--- src/rtl/ffba_pkg.sv ---
// constants and types of the first-fit block allocator
// no dependencies
`default_nettype none

package ffba_pkg;

    localparam int HEAP_BYTES   = 1024;
    localparam int ALIGN_BYTES  = 16;
    localparam int HEADER_BYTES = 16;
    localparam int MAX_BLOCKS   = 32;

    // header rounded up to the alignment
    localparam int HDR_PAD = ((HEADER_BYTES + ALIGN_BYTES - 1) / ALIGN_BYTES) * ALIGN_BYTES;

    localparam int FIELD_W = 10;
    localparam int IDX_W   = $clog2(MAX_BLOCKS);
    localparam int CNT_W   = $clog2(MAX_BLOCKS + 1);
    localparam int SIZE_W  = $clog2(HEAP_BYTES);
    localparam int ADDR_W  = ((SIZE_W > FIELD_W) ? SIZE_W : FIELD_W) + 1;

    localparam logic CMD_ALLOC = 1'b0;
    localparam logic CMD_FREE  = 1'b1;

    typedef logic [SIZE_W-1:0]  t_size;
    typedef logic [ADDR_W-1:0]  t_addr;
    typedef logic [IDX_W-1:0]   t_idx;
    typedef logic [CNT_W-1:0]   t_cnt;
    typedef logic [FIELD_W-1:0] t_field;

endpackage

`default_nettype wire

--- src/rtl/first_fit_block_allocator.sv ---
// first-fit heap block allocator with split on allocate and merge on free
// depends on ffba_pkg
//
// Usage: pulse i_start with i_command (0 allocate, 1 free), i_request_bytes
// and i_free_offset while o_busy is low; the command is taken on that edge.
// The block table is held in registers and walked one entry per cycle by a
// small sequencer around one shared address adder and size compare.
// Allocate: the walk visits up to MAX_BLOCKS (32) table entries, and o_done
// pulses in the cycle after it with o_ok and o_payload_offset (zero on no
// fit). Free: the offset search walks up to MAX_BLOCKS entries, and a found
// block then runs a merge pass over adjacent pairs of blocks; o_done pulses
// with o_ok and a zero offset.
// A new command may be started in the cycle o_done is high.
// The result strobe cannot be held off: the receiver takes it in that cycle.
// Reset (synchronous, active low) leaves one free block covering the heap
// and the block idle; no clearing pass is needed.
`default_nettype none

module first_fit_block_allocator (
    input  wire                     i_clk,
    input  wire                     i_rst_n,
    input  wire                     i_start,
    input  wire                     i_command,
    input  wire [9:0]               i_request_bytes,
    input  wire [9:0]               i_free_offset,
    output logic                    o_busy,
    output logic                    o_done,
    output logic [9:0]              o_payload_offset,
    output logic                    o_ok
);

    localparam logic [1:0] ST_IDLE  = 2'd0;
    localparam logic [1:0] ST_ALLOC = 2'd1;
    localparam logic [1:0] ST_FREE  = 2'd2;
    localparam logic [1:0] ST_MERGE = 2'd3;

    logic [1:0]                          r_state, n_state;
    ffba_pkg::t_addr                     r_need, n_need;
    ffba_pkg::t_field                    r_target, n_target;
    ffba_pkg::t_idx                      r_idx, n_idx;
    ffba_pkg::t_addr                     r_addr, n_addr;
    ffba_pkg::t_cnt                      r_count, n_count;
    ffba_pkg::t_size                     r_size [ffba_pkg::MAX_BLOCKS];
    ffba_pkg::t_size                     n_size [ffba_pkg::MAX_BLOCKS];
    logic [ffba_pkg::MAX_BLOCKS-1:0]     r_used, n_used;
    logic                                r_done, n_done;
    logic                                r_ok, n_ok;
    ffba_pkg::t_field                    r_off, n_off;

    ffba_pkg::t_idx  nxt_idx;
    ffba_pkg::t_size cur_size, nxt_size, merged;
    ffba_pkg::t_addr hdr_addr, step_addr, left, req_pad;
    logic            pair_end, fit, do_split;

    // shared walk arithmetic
    always_comb begin
        nxt_idx   = r_idx + ffba_pkg::t_idx'(1);
        cur_size  = r_size[r_idx];
        nxt_size  = r_size[nxt_idx];
        pair_end  = (ffba_pkg::t_cnt'(r_idx) + ffba_pkg::t_cnt'(1)) >= r_count;
        hdr_addr  = r_addr + ffba_pkg::t_addr'(ffba_pkg::HDR_PAD);
        step_addr = hdr_addr + ffba_pkg::t_addr'(cur_size);
        fit       = !r_used[r_idx] && (ffba_pkg::t_addr'(cur_size) >= r_need);
        left      = ffba_pkg::t_addr'(cur_size) - r_need;
        do_split  = (left >= ffba_pkg::t_addr'(ffba_pkg::HDR_PAD + ffba_pkg::ALIGN_BYTES))
                    && (r_count < ffba_pkg::t_cnt'(ffba_pkg::MAX_BLOCKS));
        merged    = cur_size + nxt_size + ffba_pkg::t_size'(ffba_pkg::HDR_PAD);
        req_pad   = ffba_pkg::t_addr'(((ffba_pkg::t_addr'(i_request_bytes)
                    + ffba_pkg::t_addr'(ffba_pkg::ALIGN_BYTES - 1))
                    / ffba_pkg::ALIGN_BYTES) * ffba_pkg::ALIGN_BYTES);
    end

    // sequencer and table update
    always_comb begin
        n_state  = r_state;
        n_need   = r_need;
        n_target = r_target;
        n_idx    = r_idx;
        n_addr   = r_addr;
        n_count  = r_count;
        n_size   = r_size;
        n_used   = r_used;
        n_done   = 1'b0;
        n_ok     = r_ok;
        n_off    = r_off;
        unique case (r_state)
            ST_IDLE: begin
                if (i_start) begin
                    n_need   = req_pad;
                    n_target = i_free_offset;
                    n_idx    = '0;
                    n_addr   = '0;
                    n_state  = (i_command == ffba_pkg::CMD_FREE) ? ST_FREE : ST_ALLOC;
                end
            end
            ST_ALLOC: begin
                if (fit) begin
                    if (do_split) begin
                        for (int k = 1; k < ffba_pkg::MAX_BLOCKS; k++) begin
                            if (k > int'(r_idx) + 1) begin
                                n_size[k] = r_size[k-1];
                                n_used[k] = r_used[k-1];
                            end
                        end
                        n_size[nxt_idx] = ffba_pkg::t_size'(left
                                          - ffba_pkg::t_addr'(ffba_pkg::HDR_PAD));
                        n_used[nxt_idx] = 1'b0;
                        n_size[r_idx]   = ffba_pkg::t_size'(r_need);
                        n_count         = r_count + ffba_pkg::t_cnt'(1);
                    end
                    n_used[r_idx] = 1'b1;
                    n_done        = 1'b1;
                    n_ok          = 1'b1;
                    n_off         = hdr_addr[ffba_pkg::FIELD_W-1:0];
                    n_state       = ST_IDLE;
                end else if (pair_end) begin
                    // last entry walked without a fit
                    n_done  = 1'b1;
                    n_ok    = 1'b0;
                    n_off   = '0;
                    n_state = ST_IDLE;
                end else begin
                    n_addr = step_addr;
                    n_idx  = nxt_idx;
                end
            end
            ST_FREE: begin
                if (hdr_addr == ffba_pkg::t_addr'(r_target)) begin
                    n_used[r_idx] = 1'b0;
                    n_idx         = '0;
                    n_state       = ST_MERGE;
                end else if (pair_end) begin
                    // last entry walked without a match
                    n_done  = 1'b1;
                    n_ok    = 1'b0;
                    n_off   = '0;
                    n_state = ST_IDLE;
                end else begin
                    n_addr = step_addr;
                    n_idx  = nxt_idx;
                end
            end
            ST_MERGE: begin
                if (pair_end) begin
                    n_done  = 1'b1;
                    n_ok    = 1'b1;
                    n_off   = '0;
                    n_state = ST_IDLE;
                end else if (!r_used[r_idx] && !r_used[nxt_idx]) begin
                    for (int k = 0; k < ffba_pkg::MAX_BLOCKS - 1; k++) begin
                        if (k > int'(r_idx)) begin
                            n_size[k] = r_size[k+1];
                            n_used[k] = r_used[k+1];
                        end
                    end
                    n_size[r_idx] = merged;
                    n_count       = r_count - ffba_pkg::t_cnt'(1);
                end else begin
                    n_idx = nxt_idx;
                end
            end
            default: n_state = ST_IDLE;
        endcase
    end

    // state registers
    always_ff @(posedge i_clk) begin
        if (!i_rst_n) begin
            r_state <= ST_IDLE;
            r_count <= ffba_pkg::t_cnt'(1);
            r_used  <= '0;
            r_done  <= 1'b0;
            r_ok    <= 1'b0;
            r_off   <= '0;
            for (int k = 0; k < ffba_pkg::MAX_BLOCKS; k++) begin
                r_size[k] <= (k == 0)
                             ? ffba_pkg::t_size'(ffba_pkg::HEAP_BYTES - ffba_pkg::HDR_PAD)
                             : '0;
            end
        end else begin
            r_state <= n_state;
            r_count <= n_count;
            r_used  <= n_used;
            r_done  <= n_done;
            r_ok    <= n_ok;
            r_off   <= n_off;
            r_size  <= n_size;
        end
    end

    // walk registers
    always_ff @(posedge i_clk) begin
        r_need   <= n_need;
        r_target <= n_target;
        r_idx    <= n_idx;
        r_addr   <= n_addr;
    end

    assign o_busy           = (r_state != ST_IDLE);
    assign o_done           = r_done;
    assign o_ok             = r_ok;
    assign o_payload_offset = r_off;

endmodule

`default_nettype wire

--- config.mk ---
export PLATFORM = sky130hd
export DESIGN_NAME = first_fit_block_allocator
export DESIGN_NICKNAME = d
export VERILOG_FILES = /design/src/rtl/ffba_pkg.sv /design/src/rtl/first_fit_block_allocator.sv
export SDC_FILE = /design/constraint.sdc
export NUM_CORES = 2
export LEC_CHECK = 0
export BUFFER_PORTS_ARGS = -buffer_cell sky130_fd_sc_hd__buf_2
export CAP_MARGIN = 20
export CORE_MARGIN = 2
export CORE_UTILIZATION = 35
export DETAILED_ROUTE_END_ITERATION = 6
export HOLD_SLACK_MARGIN = 0.15
export PLACE_DENSITY = 0.59
export SETUP_SLACK_MARGIN = 0.4
export SYNTH_ARGS = -nofsm -noshare
export SYNTH_HDL_FRONTEND = slang
export SYNTH_SLANG_ARGS = --single-unit
--- constraint.sdc ---
create_clock -name i_clk -period 10.5 [get_ports i_clk]
set_clock_uncertainty 0.1 [all_clocks]
set_input_delay 2.1 -clock i_clk [delete_from_list [all_inputs] [get_ports i_clk]]
set_output_delay 2.1 -clock i_clk [all_outputs]
set_load 0.05 [all_outputs]
### Word level (Yosys, flattened, before mapping)

Index checks and enable logic that the tools add are counted.

* register bits: 405
* input bits: 24
* output and inout bits: 13
* word-level logic and storage cells: 730

* add/sub/neg operators: 12
* magnitude comparators: 73
* equal/unequal tests: 44
* mux-type cells: 470
* bitwise operators: 7
* reduce and logical (&&, ||, !) cells: 52

Operators by type and width (count)
* 10-bit two-way mux: 253
* 320-bit two-way mux: 4
* 320-bit bitwise mux: 3
* 320-bit one-hot mux with 2 select lines: 1
* 6-bit by 32-bit > comparator with 1-bit output (first input constant): 15
* 5-bit by 32-bit > comparator with 1-bit output (first input constant): 8
* 6-bit AND reduction: 30
* 1-bit two-way mux: 165
* 32-bit two-way mux: 5
* 4-bit by 32-bit > comparator with 1-bit output (first input constant): 4
* 10-bit binary-select mux with 5-bit select: 2
* 10-bit demux with 5-bit select: 2
* 30-bit one-hot mux with 3 select lines: 1
* 2-bit != test (second input constant): 40
* 5-bit > comparator (first input constant): 15
* 32-bit AND: 2
* 3-bit by 32-bit > comparator with 1-bit output (first input constant): 2
* 32-bit NOT: 2
* 30-bit two-way mux: 2
* 11-bit two-way mux: 4
* 4-bit by 5-bit > comparator with 1-bit output (first input constant): 8
* 11-bit one-hot mux with 3 select lines: 1
* 2-bit by 32-bit > comparator with 1-bit output (first input constant): 1
* 32-bit bitwise OR: 1
* 47 further kinds: 87

### Depth between registers and ports, before layout

* word-level depth: 17
* depth in mapped cells: 33
* gate-level depth less buffers: 22

### Worst setup path before layout

No wires, ideal clock.

* path type: register to register
* start: register r_idx[0]
* end: register r_size[179] in the netlist's numbering
* library setup time: 74 ps
* data arrival time: 7667 ps
* required time: 10326 ps
* path slack: 2659 ps
* cell stages (with the launch flop): 32
* buffers on the path: 11
* period minus slack after synthesis: 7841 ps
* cells stage by stage: edfxtp_1 -> buf_2 -> buf_4 -> buf_2 -> buf_2 -> inv_1 -> buf_1 -> buf_1 -> ha_1 -> clkbuf_1 -> inv_2 -> buf_1 -> clkbuf_1 -> mux4_2 -> mux4_2 -> nand2_1 -> o221ai_1 -> ha_1 -> ha_1 -> inv_1 -> fa_1 -> nor2b_1 -> o21ai_0 -> a21boi_0 -> o21a_1 -> o211ai_1 -> nand2_1 -> xor2_1 -> clkbuf_1 -> clkbuf_1 -> nand3_1 -> a31oi_1

* longest elaborated chain between the ends: 11
* elaborated cells between the ends (all ways): 60
* those cells by class: add/sub (7); order compare (9); eq/ne (4); mux (30); bitwise (2); reduce/logical (8)

Ends and longest elaborated chain
* from (decl): line first_fit_block_allocator.sv:40 `ffba_pkg::t_idx r_idx, n_idx;`
* from (signal assigned): line first_fit_block_allocator.sv:195 `r_idx <= n_idx;`
* 5-bit by 1-bit adder with 5-bit output (tied with other cells): line first_fit_block_allocator.sv:57 `nxt_idx = r_idx + ffba_pkg::t_idx'(1);`
* 5-bit NOT with 6-bit output (implied by the code) (tied with other cells): line first_fit_block_allocator.sv:59, first_fit_block_allocator.sv:105
* 10-bit binary-select mux with 5-bit select (tied with other cells): line first_fit_block_allocator.sv:59 `nxt_size = r_size[nxt_idx];`
* 10-bit two-way mux (implied by the code) (tied with other cells) (2 in series): line first_fit_block_allocator.sv:59
* 10-bit adder (tied with other cells): line first_fit_block_allocator.sv:67 `merged = cur_size + nxt_size + ffba_pkg::t_size'(ffba_pkg::HDR_PAD);`
* 10-bit by 5-bit adder with 10-bit output / 320-bit bitwise mux (equally long branches): line first_fit_block_allocator.sv:67, first_fit_block_allocator.sv:105
* 320-bit bitwise mux (on tied branches): line first_fit_block_allocator.sv:156, first_fit_block_allocator.sv:108
* 320-bit two-way mux (on tied branches): line first_fit_block_allocator.sv:149, first_fit_block_allocator.sv:98
* 320-bit two-way mux (on tied branches): line first_fit_block_allocator.sv:144, first_fit_block_allocator.sv:97
* 320-bit one-hot mux with 2 select lines: line first_fit_block_allocator.sv:86 `unique case (r_state)`
* to (signal, indexed assignment): line first_fit_block_allocator.sv:176 `r_size[k] <= (k == 0)`
* to (signal assigned): line first_fit_block_allocator.sv:187 `r_size <= n_size;`
* to (decl): line first_fit_block_allocator.sv:43 `ffba_pkg::t_size r_size [ffba_pkg::MAX_BLOCKS];`

Several ways; a longest one is shown, not always the timed one. The select of a mux whose other input is x is not followed.
A chain may end at the register's enable or synchronous reset.

### Worst setup path after layout

* start: register r_idx[2]
* end: register r_size[79] in the netlist's numbering

* longest elaborated chain between the ends: 11
* elaborated cells between the ends (all ways): 60
* those cells by class: add/sub (7); order compare (9); eq/ne (4); mux (30); bitwise (2); reduce/logical (8)

Ends and longest elaborated chain (line)
* 5-bit by 1-bit adder with 5-bit output (tied with other cells): first_fit_block_allocator.sv:57
* 5-bit NOT with 6-bit output (implied by the code) (tied with other cells): first_fit_block_allocator.sv:59, first_fit_block_allocator.sv:105
* 10-bit binary-select mux with 5-bit select (tied with other cells): first_fit_block_allocator.sv:59
* 10-bit two-way mux (implied by the code) (tied with other cells) (2 in series): first_fit_block_allocator.sv:59
* 10-bit adder (tied with other cells): first_fit_block_allocator.sv:67
* 10-bit by 5-bit adder with 10-bit output / 320-bit bitwise mux (equally long branches): first_fit_block_allocator.sv:67, first_fit_block_allocator.sv:105
* 320-bit bitwise mux (on tied branches): first_fit_block_allocator.sv:156, first_fit_block_allocator.sv:108
* 320-bit two-way mux (on tied branches): first_fit_block_allocator.sv:149, first_fit_block_allocator.sv:98
* 320-bit two-way mux (on tied branches): first_fit_block_allocator.sv:144, first_fit_block_allocator.sv:97
* 320-bit one-hot mux with 2 select lines: first_fit_block_allocator.sv:86

Several ways; a longest one is shown, not always the timed one. The select of a mux whose other input is x is not followed.

==> results_dict.tcl <==
set metrics [dict create \
    status "complete, but fails checks" \
    violations "design-rule violations" \
    clock_latency_ps 710 \
    post_drt_via_cell_ratio 7.488 \
    ys_types 81 \
    period_needed_ps 7702 \
    yosysWarnings 0 \
    fp-row-count 116 \
    core_region_area_um2 99570 \
    crit_type "reg2reg" \
    hold_violations 0 \
    setup_viol 0 \
    holdWs_ps 353.4 \
    vias 41990 \
    final_layout_size_suffix_gt1_share_pct 12.50 \
    hp-class "reg2reg" \
    slew_headroom_pct 12.08 \
    p_sw_share_pct 51.89 \
    grt_usage_pct 39.34 \
    setup_total_negative_slack_ps 0 \
    io_buffer_count 36 \
    final_common_cell "nand2_1" \
    clk_path_buf_depth 3 \
    p_leak_nw 12.51 \
    drtAntennaViolNets 0 \
    synth-edff-count 33 \
    p_int_mw 3.764 \
    worst_setup_hold_path_clk_slew_ps 70 \
    cp-end-kind "register" \
    syn_area_um2 35010 \
    seqPwrFrac_pct 24.6 \
    synth_nets 4597 \
    cts_resized 0 \
    multi_input_area_um2 24700 \
    drtIter0Drc 8602 \
    fp.dieH_um 320.3 \
    tightest_slew_ps 1319 \
    syn-mean-instance-area_um2 7.761 \
    startpoint_type "register" \
    cts_root_buf "clkbuf_16" \
    combinationalPowerShare_pct 50.1 \
    dp_hpwl_um 141200 \
    power_density_nw_per_um2 204.7 \
    finalCritPeriodShare_pct 73.35 \
    arrival_ps 8170 \
    synth-seq-area-share_pct 24.10 \
    fmax_ghz 0.1298 \
    io_pins 37 \
    cts_setup_buffers 0 \
    fill_cells 10267 \
    fin_util_pct 38.38 \
    syn_inst 4511 \
    grt_pass1_vias 36691 \
    seq_area_um2 8438 \
    grt-ovfl-total 0 \
    p_sw_mw 4.060 \
    die-area_um2 102600 \
    cts_tree "built" \
    syn2layout_area_growth_pct 9.156 \
    cts_buffers 54 \
    synth_seq_cells 405 \
    wire_per_inst_um 37.68 \
    cp_max_fo 120 \
    antenna_found_initial 18 \
    fin_ws_ps 2798 \
    cts_sinks 405 \
    cts_hold_buf 0 \
    rsz0062_at_grt "no" \
    place_ws_ps 3134 \
    required_ps 10970 \
    slew_viol_final 0 \
    final_cell_mix "523 x nand2_1, 415 x a21oi_1, 402 x nor2_1" \
    wl_um 211300 \
    grt_pass1_wl_um 291400 \
    start_util_pct 35.16 \
    synthArstFlopShare_pct 0 \
    drc 12 \
    grt_max_degree 147 \
    fin_nets 4340 \
    cts_htree_levels 2 \
    fp.dieW_um 320.3 \
    gp_congestion 1.074 \
    dr.pass1.iters 7 \
    drv_cap 0 \
    clockPowerShare_pct 25.4 \
    synthFlopType "dfxtp_1" \
    ir_worst_vdd_v 0.0001975 \
]
[power groups by stage]
| stage | clock network (mW) | logic, mW | registers [mW] |
|---|---|---|---|
| finish | 1.98 | 3.92 | 1.92 |
| global route | 2.03 | 3.84 | 1.91 |
| CTS | 1.98 | 3.59 | 1.89 |
| detailed placement | 0 | 3.58 | 1.93 |
| global placement | 0 | 3.55 | 1.93 |
| floorplan | 0 | 1.89 | 1.81 |
[critical path: stages (launching register included)]
cell	delay, ps
edfxtp_1	370
buf_12	540
xnor2_2	200
buf_4	560
buf_4	810
mux4_2	620
a221oi_1	350
nor2_1	80
a21oi_1	240
o21ai_0	190
ha_1	360
ha_1	520
a21boi_0	300
o21a_1	200
o211ai_1	90
nand2_1	230
xor2_4	680
buf_4	440
a221oi_1	130
o41ai_1	320
[per-layer routing]
metal | track usage (%) | wire [µm]
met1 | 50.81 | 76560
met2 | 51.27 | 79600
met3 | 16.94 | 36640
met4 | 28.86 | 18360
met5 | 0.09456 | 172
[registers in the layout, summed over array words and instances (netlist names)]
name	flops
o_done	1
o_ok	1
o_payload_offset	10
r_addr	11
r_count	6
r_idx	5
r_need	7
r_size	320
r_state	2
r_target	10
r_used	32
[synth_stat cells, types with 17 or more instances]
cell      instances  area, µm²
a32oi_1          17      148.9
a221o_1          54      540.5
o221ai_1         32      280.3
inv_1            43      161.4
buf_1            45      168.9
nor2_1          407       1528
mux4_2          171       3851
a211oi_1        124      930.9
nor3_1           91      455.4
and2_1           43      269.0
o211ai_1         82      615.6
o21ai_0         311       1556
a22oi_1          78      585.6
a222oi_1         29      290.3
o21a_1           19      142.6
a31oi_1          52      325.3
nand2b_1         24      150.1
buf_2            39      195.2
o22ai_1          50      312.8
o31ai_1          21      157.7
mux2i_1          82      820.8
a21boi_0         17      127.6
or3_1            23      143.9
a21oi_1         418       2092
o211a_1          25      250.2
xor2_1           22      192.7
a211o_1          51      446.7
edfxtp_1         33      991.0
a221oi_1        189       1655
and3_1           26      162.7
ha_1             58      725.7
dfxtp_1         372       7447
nand3_1         214       1071
nor2b_1          21      131.4
clkbuf_1        410       1539
a311oi_1         29      254.0
xnor2_1          32      280.3
a22o_1           23      201.4
nand2_1         524       1967
[logic make-up (layout without fill, tap and decap cells)]
group	count (synthesis)	count (layout)	synth area share, %
buffers and inverters	548	334	6.057
multiplexers	267	267	13.83
flip-flops	405	405	24.10
XOR/XNOR	55	55	1.415
AND/OR/NAND/NOR	1427	1427	17.89
other	0	13	0
AO/OA/AOI/OAI	1747	1747	34.41
adder cells (fa/ha/maj)	62	62	2.302
[metrics by stage]
step	std cells	cell area, µm²	total power [mW]
final	5608	38220	7.824
after global placement	5491	36300	5.482
after detailed placement	5493	36340	5.502
after CTS	5592	38160	7.459
after floorplan	4511	35010	3.692
after global routing	5596	38190	7.780
[cell type report]
type                       count  share of cell area [%]
antenna                       13                 0.08512
inverter                      50                  0.5369
timing repair buffer         185                   3.650
sequential                   405                   22.08
clock buffer                  83                   4.325
clock inverter                16                  0.4322
tap                         1298                   4.250
multi-input combinational   3558                   64.64
[path summary, 6_finish.rpt]
check | cells after the start | to | slack (ps) | from
max reg2reg | 19 | r_size[79]$_SDFFE_PN0P_ | 2800 | r_idx[2]$_SDFFCE_PP0P_
min reg2reg | 2 | o_payload_offset[2]$_SDFFE_PN0P_ | 350 | o_payload_offset[2]$_SDFFE_PN0P_
max | 19 | r_size[79]$_SDFFE_PN0P_ | 2800 | r_idx[2]$_SDFFCE_PP0P_
min | 2 | o_payload_offset[2]$_SDFFE_PN0P_ | 350 | o_payload_offset[2]$_SDFFE_PN0P_
No activity file was read; power rests on OpenSTA's default activity.
